--- config.mk ---
export PLATFORM = sky130hd
export DESIGN_NAME = udp_destination_frame_filter
export DESIGN_NICKNAME = d
export VERILOG_FILES = /design/src/udf_pkg.sv /design/src/udp_destination_frame_filter.sv
export VERILOG_INCLUDE_DIRS = /design/src /design/src/src
export SDC_FILE = /design/constraint.sdc
export NUM_CORES = 1
export LEC_CHECK = 0
export ABC_AREA = 1
export BUFFER_PORTS_ARGS = -buffer_cell sky130_fd_sc_hd__buf_2
export CORE_MARGIN = 5
export CORE_UTILIZATION = 45
export CTS_CLUSTER_DIAMETER = 30
export DETAILED_ROUTE_END_ITERATION = 7
export PLACE_DENSITY = 0.68
export SYNTH_ARGS = -nofsm -noshare
export SYNTH_HDL_FRONTEND = slang
export SYNTH_SLANG_ARGS = --single-unit
--- constraint.sdc ---
create_clock -name clk -period 7.1 [get_ports clk]
set_input_delay 0.355 -clock clk [delete_from_list [all_inputs] [get_ports clk]]
set_output_delay 0.355 -clock clk [all_outputs]
set_load 0.05 [all_outputs]
--- src/assert_macros.svh ---
// Assertion macros for the RTL file that checks its own logic.
`ifndef ASSERT_MACROS_SVH
`define ASSERT_MACROS_SVH

// Check a property on every rising edge of clk, off while rst is high.
`define ASSERT_CLKD(label, prop, msg) \
  label: assert property (@(posedge clk) disable iff (rst) (prop)) else $error(msg);

// Check that an expression is never true on a rising edge of clk.
`define ASSERT_NEVER(label, expr, msg) \
  label: assert property (@(posedge clk) disable iff (rst) !(expr)) else $error(msg);

`endif

--- src/udf_pkg.sv ---
// Types and constants of the UDP destination frame filter.
`default_nettype none

package udf_pkg;

  localparam int unsigned ADDR_W = 32;
  localparam int unsigned PORT_W = 16;
  localparam int unsigned LEN_W = 16;
  localparam int unsigned CNT_W = 32;
  localparam int unsigned CFG_DATA_W = 32;
  localparam int unsigned CFG_INDEX_W = 1;

  localparam logic [CFG_INDEX_W-1:0] CFG_TARGET_ADDRESS = 1'b0;
  localparam logic [CFG_INDEX_W-1:0] CFG_TARGET_UDP_PORT = 1'b1;

  localparam logic [ADDR_W-1:0] TARGET_ADDRESS_RESET = 32'hE000_0064;
  localparam logic [PORT_W-1:0] TARGET_UDP_PORT_RESET = 16'd40000;

  localparam logic [15:0] ETHERTYPE_IPV4 = 16'h0800;
  localparam logic [7:0] PROTO_UDP = 8'd17;
  localparam logic [3:0] IHL_MASK = 4'hF;
  localparam logic [LEN_W-1:0] ETH_HEADER = 16'd14;
  localparam logic [LEN_W-1:0] MIN_FRAME = 16'd42;
  localparam logic [5:0] MIN_HEADER_BYTES = 6'd20;
  localparam logic [LEN_W-1:0] LEN_MAX = 16'hFFFF;

  localparam logic [LEN_W-1:0] POS_ETYPE_HI = 16'd12;
  localparam logic [LEN_W-1:0] POS_ETYPE_LO = 16'd13;
  localparam logic [LEN_W-1:0] POS_PROTOCOL = 16'd23;
  localparam logic [LEN_W-1:0] POS_DEST_FIRST = 16'd30;
  localparam logic [LEN_W-1:0] POS_DEST_LAST = 16'd33;

  localparam logic [2:0] VERDICT_MATCH = 3'd0;
  localparam logic [2:0] VERDICT_SHORT = 3'd1;
  localparam logic [2:0] VERDICT_NOT_IPV4 = 3'd2;
  localparam logic [2:0] VERDICT_BAD_IHL = 3'd3;
  localparam logic [2:0] VERDICT_NOT_UDP = 3'd4;
  localparam logic [2:0] VERDICT_WRONG_ADDR = 3'd5;
  localparam logic [2:0] VERDICT_WRONG_PORT = 3'd6;

  typedef struct packed {
    logic [7:0] frame_byte;
    logic       frame_end;
  } frame_req_t;

  typedef struct packed {
    logic [2:0]       verdict;
    logic [LEN_W-1:0] frame_length;
    logic [CNT_W-1:0] frames_seen;
    logic [CNT_W-1:0] frames_matched;
  } frame_result_t;

endpackage

`default_nettype wire

--- src/udp_destination_frame_filter.sv ---
// Top level of the UDP destination frame filter.
// A frame byte taken into the input register is judged by the capture and compare
// stage; the final byte of a frame loads its result into the result register.
// Throughput: one byte per cycle while no final byte waits, set by the single
// capture and compare stage between input and result register. The final byte of a
// frame waits only while the result register still holds an unread result.
// Synchronous reset clears the pipeline, counters and frame state.
`default_nettype none
`include "assert_macros.svh"

module udp_destination_frame_filter import udf_pkg::*; (
  input  wire logic                   clk,
  input  wire logic                   rst,
  input  wire logic                   frame_valid,
  output logic                        frame_stall,
  input  wire frame_req_t             frame,
  output logic                        result_valid,
  input  wire logic                   result_stall,
  output frame_result_t               result,
  input  wire logic                   cfg_write,
  input  wire logic [CFG_INDEX_W-1:0] cfg_index,
  input  wire logic [CFG_DATA_W-1:0]  cfg_data
);

  logic [ADDR_W-1:0] target_address;
  logic [PORT_W-1:0] target_udp_port;

  logic       s1_valid;
  frame_req_t s1;

  logic [LEN_W-1:0]  byte_position, byte_position_next;
  logic [15:0]       ether_kind, ether_kind_next;
  logic [5:0]        header_bytes, header_bytes_next;
  logic [7:0]        ip_protocol, ip_protocol_next;
  logic [ADDR_W-1:0] destination_seen, destination_seen_next;
  logic [PORT_W-1:0] port_seen, port_seen_next;
  logic [CNT_W-1:0]  total_count, total_count_next;
  logic [CNT_W-1:0]  match_count, match_count_next;

  logic             out_free;
  logic             s1_consume;
  logic             s1_done;
  logic             frame_take;
  logic [LEN_W-1:0] port_at;
  logic [LEN_W-1:0] frame_len;
  logic [2:0]       verdict_calc;

  assign out_free = !result_valid || !result_stall;
  assign s1_consume = s1_valid && (!s1.frame_end || out_free);
  assign s1_done = s1_consume && s1.frame_end;
  assign frame_stall = s1_valid && !s1_consume;
  assign frame_take = frame_valid && !frame_stall;

  // configuration
  always_ff @(posedge clk) begin
    if (rst) begin
      target_address <= TARGET_ADDRESS_RESET;
      target_udp_port <= TARGET_UDP_PORT_RESET;
    end else if (cfg_write) begin
      case (cfg_index)
        CFG_TARGET_ADDRESS:  target_address <= cfg_data[ADDR_W-1:0];
        CFG_TARGET_UDP_PORT: target_udp_port <= cfg_data[PORT_W-1:0];
        default: ;
      endcase
    end
  end

  // input register
  always_ff @(posedge clk) begin
    if (rst) begin
      s1_valid <= 1'b0;
    end else if (frame_take) begin
      s1_valid <= 1'b1;
    end else if (s1_consume) begin
      s1_valid <= 1'b0;
    end
  end

  always_ff @(posedge clk) begin
    if (frame_take) begin
      s1 <= frame;
    end
  end

  // capture and judge
  always_comb begin
    port_at = ETH_HEADER + 16'd2 + {10'd0, header_bytes};
    frame_len = (byte_position < LEN_MAX) ? byte_position + 16'd1 : LEN_MAX;

    ether_kind_next = ether_kind;
    header_bytes_next = header_bytes;
    ip_protocol_next = ip_protocol;
    destination_seen_next = destination_seen;
    port_seen_next = port_seen;

    if (byte_position == POS_ETYPE_HI || byte_position == POS_ETYPE_LO) begin
      ether_kind_next = {ether_kind[7:0], s1.frame_byte};
    end
    if (byte_position == ETH_HEADER) begin
      header_bytes_next = {s1.frame_byte[3:0] & IHL_MASK, 2'b00};
    end
    if (byte_position == POS_PROTOCOL) begin
      ip_protocol_next = s1.frame_byte;
    end
    if (byte_position >= POS_DEST_FIRST && byte_position <= POS_DEST_LAST) begin
      destination_seen_next = {destination_seen[ADDR_W-9:0], s1.frame_byte};
    end
    if (byte_position > ETH_HEADER &&
        (byte_position == port_at || byte_position == port_at + 16'd1)) begin
      port_seen_next = {port_seen[7:0], s1.frame_byte};
    end

    if (frame_len < MIN_FRAME) begin
      verdict_calc = VERDICT_SHORT;
    end else if (ether_kind_next != ETHERTYPE_IPV4) begin
      verdict_calc = VERDICT_NOT_IPV4;
    end else if (header_bytes_next < MIN_HEADER_BYTES) begin
      verdict_calc = VERDICT_BAD_IHL;
    end else if (ip_protocol_next != PROTO_UDP) begin
      verdict_calc = VERDICT_NOT_UDP;
    end else if (destination_seen_next != target_address) begin
      verdict_calc = VERDICT_WRONG_ADDR;
    end else if (frame_len < ETH_HEADER + 16'd4 + {10'd0, header_bytes_next}) begin
      verdict_calc = VERDICT_SHORT;
    end else if (port_seen_next != target_udp_port) begin
      verdict_calc = VERDICT_WRONG_PORT;
    end else begin
      verdict_calc = VERDICT_MATCH;
    end

    total_count_next = total_count + 32'd1;
    match_count_next = (verdict_calc == VERDICT_MATCH) ? match_count + 32'd1 : match_count;
    byte_position_next = s1.frame_end ? '0 : frame_len;
  end

  // frame state and counters
  always_ff @(posedge clk) begin
    if (rst) begin
      byte_position <= '0;
      ether_kind <= '0;
      header_bytes <= '0;
      ip_protocol <= '0;
      destination_seen <= '0;
      port_seen <= '0;
      total_count <= '0;
      match_count <= '0;
    end else if (s1_consume) begin
      byte_position <= byte_position_next;
      if (s1.frame_end) begin
        ether_kind <= '0;
        header_bytes <= '0;
        ip_protocol <= '0;
        destination_seen <= '0;
        port_seen <= '0;
        total_count <= total_count_next;
        match_count <= match_count_next;
      end else begin
        ether_kind <= ether_kind_next;
        header_bytes <= header_bytes_next;
        ip_protocol <= ip_protocol_next;
        destination_seen <= destination_seen_next;
        port_seen <= port_seen_next;
      end
    end
  end

  // result register
  always_ff @(posedge clk) begin
    if (rst) begin
      result_valid <= 1'b0;
    end else if (s1_done) begin
      result_valid <= 1'b1;
    end else if (!result_stall) begin
      result_valid <= 1'b0;
    end
  end

  always_ff @(posedge clk) begin
    if (s1_done) begin
      result.verdict <= verdict_calc;
      result.frame_length <= frame_len;
      result.frames_seen <= total_count_next;
      result.frames_matched <= match_count_next;
    end
  end

  `ASSERT_CLKD(a_seen_count,
    s1_done |=> result_valid && result.frames_seen == $past(total_count) + 32'd1,
    "frames_seen does not follow the frame count")
  `ASSERT_CLKD(a_pos_clear, s1_done |=> byte_position == '0,
    "byte position not cleared after frame end")
  `ASSERT_CLKD(a_match_hold,
    s1_done && verdict_calc != VERDICT_MATCH |=> match_count == $past(match_count),
    "match count moved on a rejected frame")
  `ASSERT_NEVER(a_stall_cause,
    frame_stall && !(s1_valid && s1.frame_end && result_valid && result_stall),
    "request stalled without a blocked result")

endmodule

`default_nettype wire
# Word level (Yosys, flattened, before mapping)
# Cells that the tools add are included.
# totals
output_inout_bits	85
input_bits	47
register_bits	300
elab_cells	87
# op_classes
eq_ne	11
n_bitwise	1
add_sub_neg	6
order_cmp	7
reduce_logical	20
muxes	24
# ops
op	count
16-bit two-way mux	6
32-bit two-way mux	3
32-bit by 1-bit adder with 32-bit output (second input constant)	2
16-bit by 4-bit equality test with 1-bit output (second input constant)	3
32-bit inequality test	1
3-bit two-way mux	7
16-bit by 1-bit adder with 16-bit output (second input constant)	1
16-bit by 5-bit equality test with 1-bit output (second input constant)	1
16-bit by 7-bit equality test with 1-bit output	1
16-bit by 8-bit equality test with 1-bit output	1
16-bit by 5-bit greater-or-equal comparator with 1-bit output (second input constant)	1
16-bit by 4-bit > comparator with 1-bit output (second input constant)	1
16-bit by 6-bit less-or-equal comparator with 1-bit output (second input constant)	1
16-bit less-than comparator (second input constant)	1
16-bit by 6-bit less-than comparator with 1-bit output (second input constant)	1
16-bit by 7-bit less-than comparator with 1-bit output	1
8-bit two-way mux	2
16-bit by 12-bit inequality test with 1-bit output (second input constant)	1
16-bit inequality test	1
5-bit by 6-bit adder with 7-bit output (first input constant)	2
6-bit two-way mux	2
7-bit by 1-bit adder with 8-bit output (second input constant)	1
8-bit by 5-bit inequality test with 1-bit output (second input constant)	1
1-bit logical AND	6
other kinds (9)	21

# Logic depth before layout (Yosys ltp)
# depth
depth_word	16
ltp_mapped	31
mapped_depth_nobuf	28

# Worst setup path before layout
# Ideal clock, no wire load.
# synth_timing
path_kind	flip-flop to flip-flop
start	reg byte_position[2]
end	reg result[3] (netlist bit), data pin
n_path_buf	2
path_stages_with_launch	28
t_required_ns	6.848
period_less_slack_ns	3.586
arrival_time_ns	3.333
setup_slack_ns	3.514
setup_time_ns	0.252
path_cell_list	dfxtp_1 buf_2 nand2_1 inv_1 nand2_1 nor4_4 nor2_1 a21oi_1 inv_1 ha_1 nand2_1 nand2_1 xnor2_1 ha_1 nand2_1 nor3_1 a21oi_1 nand2_1 nand3_1 nand2_1 nand2_1 nand2_1 nand2_2 nor2_8 buf_6 nand3_1 nand2_1 inv_1
# synth_between
elab_cells_between_ends	38
cone_classes	add/sub: 2; order compare: 7; eq/ne: 10; mux: 14; reduce/logical: 5
# synth_lines
item	line	source
from (decl)	udp_destination_frame_filter.sv:31	logic [LEN_W-1:0] byte_position, byte_position_next;
from (signal assigned)	udp_destination_frame_filter.sv:148	byte_position <= byte_position_next;
16-bit by 4-bit equality test with 1-bit output	udp_destination_frame_filter.sv:99	if (byte_position == ETH_HEADER) begin
6-bit two-way mux	udp_destination_frame_filter.sv:99	
5-bit by 6-bit adder with 7-bit output	udp_destination_frame_filter.sv:123	end else if (frame_len < ETH_HEADER + 16'd4 + {10'd0, header_bytes_next}) begin
16-bit by 7-bit less-than comparator with 1-bit output	udp_destination_frame_filter.sv:123	
3-bit two-way mux	udp_destination_frame_filter.sv:123	
3-bit two-way mux	udp_destination_frame_filter.sv:121	end else if (destination_seen_next != target_address) begin
3-bit two-way mux	udp_destination_frame_filter.sv:119	end else if (ip_protocol_next != PROTO_UDP) begin
3-bit two-way mux	udp_destination_frame_filter.sv:117	end else if (header_bytes_next < MIN_HEADER_BYTES) begin
3-bit two-way mux	udp_destination_frame_filter.sv:115	end else if (ether_kind_next != ETHERTYPE_IPV4) begin
3-bit two-way mux *	udp_destination_frame_filter.sv:113	if (frame_len < MIN_FRAME) begin
named net verdict_calc[0]	udp_destination_frame_filter.sv:46	logic [2:0] verdict_calc;
3-bit logical NOT *	udp_destination_frame_filter.sv:132	match_count_next = (verdict_calc == VERDICT_MATCH) ? match_count + 32'd1 : match_count;
32-bit two-way mux *	udp_destination_frame_filter.sv:132	
named net match_count_next[3]	udp_destination_frame_filter.sv:38	logic [CNT_W-1:0] match_count, match_count_next;
to (decl)	udp_destination_frame_filter.sv:19	output frame_result_t result,
# The timed path passes the listed nets; every way through them passes the cells marked *.
# A chain may end at the register's enable or synchronous reset.

# Final worst setup path
# layout_timing
start	reg byte_position[2]
end	reg result[30] (netlist bit), data pin
# The elaborated chain is that of the path after synthesis.

==> reports/qor.yml <==
final_layout:
  layout-drive-gt1-share_pct: 13.0
  diodes: 0
  postLayoutCellArea_mm2: 0.0187
  syn2layout_area_growth_pct: 22.6
  fin_nets: 2320
  final_util_pct: 55.7
cts:
  clk_latency_ns: 0.57
  tritoncts: "built"
  path_clk_slew_ns: 0.04
  htree_levels: 3
  cts-hold-fix-buffers: 9
  post_cts_buffers: 0
  cts-resized-gates: 0
  root_buffer: "clkbuf_16"
  cts_made_buffers: 72
  cts_buffer_depth: 3
  cts_sinks: 300
synthesis:
  synth_seq_cells: 300
  synth_top_family_by_area: "simple AND/OR/NAND/NOR gates"
  syn_area_per_cell_um2: 7.19
  synth_adder_area_share_pct: 1.40
  synth_nets: 2186
  synth_compound_area_share_pct: 10.0
  ys_types: 43
  syn_inst: 2122
  synthTopCellsByArea: "dfxtp_1 27%, edfxtp_1 18%, nand2_1 17%, inv_1 6.1%, nand3_1 5.7%"
  synth-seq-area-share_pct: 45.4
  synthXorXnorAreaFrac_pct: 2.07
  synthSimpleGateAreaFrac_pct: 31.8
  synth_flop_cell: "dfxtp_1"
  yosys-mux-area-fraction_pct: 0.0739
  synth_common_cells: "689 x nand2_1, 248 x inv_1, 208 x dfxtp_1, 175 x nand3_1, 167 x a21oi_1"
  synth_most_common_cell: "nand2_1"
  ys_warn_count: 0
  synth_edf_count: 92
  syn_area_mm2: 0.0152
  synth_largest_area_cell: "dfxtp_1"
  synth-async-reset-ratio_pct: 0
  synth_top_area_share_pct: 27.3
place:
  gp_congestion: 0.952
  dpl.hpwl_um: 26500
  numPortBuffers: 131
  place_area_mm2: 0.0161
min_path:
  min_path_cells: 3
  hold_class: "input port to flip-flop"
  holdPathEnd: "target_address[26]$_SDFFE_PP0P_"
  hp-start: "cfg_data[26]"
critical_path:
  rrSetupSlack_ns: 2.44
  r2r-start: "byte_position[2]$_SDFFE_PP0P_"
  path_class: "flip-flop to flip-flop"
  critPathLaunchType: "flip-flop"
  worstPathMaxFanout: 62
  crit_buf_inv: 3
  cpMostUsedCell: "nand2_1"
  worst_ep_arrival_time_ns: 4.97
  crit_slowest_cell: "nor2_8"
  cp_slowest_stage_delay_ns: 0.61
  crit_required_ns: 7.41
  r2r_cells: 25
  regToRegEndpoint: "result[30]$_DFFE_PP_"
  endpoint_kind: "flip-flop"
  cp_top_family: "simple AND/OR/NAND/NOR gates"
global_routing:
  grt_overflow: 0
  grt_max_degree: 92
  grt_use_total_pct: 20.8
  grt_pass1_vias: 13704
  grt_pass1_wl_um: 66000
  grt_antenna_before_repair: 1
die:
  core_mm2: 0.0335
  dieArea_mm2: 0.0377
  die_y_um: 194
  initial_utilization_pct: 45.5
  die_w_um: 194
  ios: 132
  fp-row-count: 67
power_and_ir_drop:
  ir_drop_uv: 248
  p_per_area_mw_per_mm2: 291
  p_leak_uw: 0.00828
sta:
  slew_violations: 0
  setup_viol: 0
  fmax_ghz: 0.215
  rsz0062_at_grt: "false"
  worst_pin_slew_ns: 1.08
  fin_skew_ns: 0.0217
  maxSlewHeadroom_pct: 28.0
  min_period_ns: 4.66
  fin_setup_tns_ns: 0
  hold_viol: 0
  finalCritPeriodShare_pct: 65.6
route:
  firstDrtPassIters: 6
  vias: 14200
  wl_um: 40200
  drtIter0Drc: 1179
  postRouteAntennaNets: 0
  drt-vias-per-instance: 5.14
  drc: 0
  wl_per_cell_um: 14.5
status:
  status: "complete, no violations"
run:
  cap_violations: 0
==> metal layers <==
layer | global-route usage (%) | share of wire [%] | wire length (µm) | up-vias
li1 | - | - | - | 7132
met1 | 26.2 | 43 | 17300 | 6496
met2 | 34.8 | 47 | 18800 | 481
met3 | 4.17 | 6.9 | 2760 | 91
met4 | 9.01 | 3.3 | 1330 | 0
met5 | 0 | 0 | 0 | -
==> how the worst max path moves through the flow <==
stage                                   from              endpoint  slack, ns  cells past startpoint
2_1_floorplan  byte_position[2]$_SDFFE_PP0P_   result[3]$_DFFE_PP_       3.51                     27
3_3_place_gp   byte_position[2]$_SDFFE_PP0P_  result[30]$_DFFE_PP_       2.57                     25
3_5_place_dp   byte_position[2]$_SDFFE_PP0P_  result[30]$_DFFE_PP_       2.50                     25
4_1_cts        byte_position[2]$_SDFFE_PP0P_  result[30]$_DFFE_PP_       2.46                     25
5_1_grt        byte_position[2]$_SDFFE_PP0P_   result[7]$_DFFE_PP_       1.96                     25
6_report       byte_position[2]$_SDFFE_PP0P_  result[30]$_DFFE_PP_       2.44                     25
==> cells in the final DEF (no fill, tap or decap), types with 6 or more instances in the layout <==
cell type and instances:
dlygate4sd3_1 9, o21bai_1 7, nor3_1 34, buf_4 11, edfxtp_1 92, nand2_1 687, ha_1 17, clkbuf_16 73
nor4_1 10, inv_1 246, clkbuf_1 6, clkinvlp_4 6, nor2_1 139, bufinv_16 8, clkbuf_8 8, nand3_1 175
nand4_1 22, dfxtp_1 208, inv_6 8, clkinv_2 16, xor2_1 32, buf_2 130, o21ai_0 103, nand3b_1 37
inv_2 6, a21oi_1 167
==> metrics by stage <==
stage | power, µW | setup slack (ns) | cells | hold WS (ns)
floorplan | 2080 | 3.51 | 2122 | 0.442
global placement | 2160 | 2.57 | 2621 | 0.448
detailed placement | 2160 | 2.50 | 2621 | 0.456
CTS | 5480 | 2.46 | 2764 | 0.000976
global route | 5630 | 1.96 | 2764 | 0.0146
finish | 5440 | 2.44 | 2764 | 0.0120
==> layout make-up <==
type                    count  area, µm²
inverters                 256        963
well taps                 448        561
repair buffers            150        823
flip-flops and latches    300       6930
clock buffers              87       1960
clock inverters            47        523
fillers                  3096      14800
multi-input cells        1476       6930
==> registers in the layout, summed over array words and instances (netlist names), 16 cells and up <==
register / count
port_seen: 16
result: 83
target_address: 32
byte_position: 16
total_count: 32
target_udp_port: 16
match_count: 32
ether_kind: 16
destination_seen: 32
==> worst min-delay path, delay by kind of cell <==
kind                   cells  cell delay [ns]
buffers and inverters      1             0.08
AND/OR/NAND/NOR            2             0.11
==> power by group <==
part	total, µW	internal (µW)	switching [µW]
Clock	3310	2270	1040
Sequential	1870	1830	38.7
Combinational	271	77.9	193
Total	5440	4170	1270
==> logic make-up after synthesis <==
| kind of cell | count (synthesis) |
|---|---|
| XOR/XNOR | 36 |
| buffers and inverters | 346 |
| flip-flops | 300 |
| adder cells (fa/ha/maj) | 17 |
| AND/OR/NAND/NOR | 1128 |
| multiplexers | 1 |
| AO/OA/AOI/OAI | 294 |
Power figures use the tool's default switching activity.
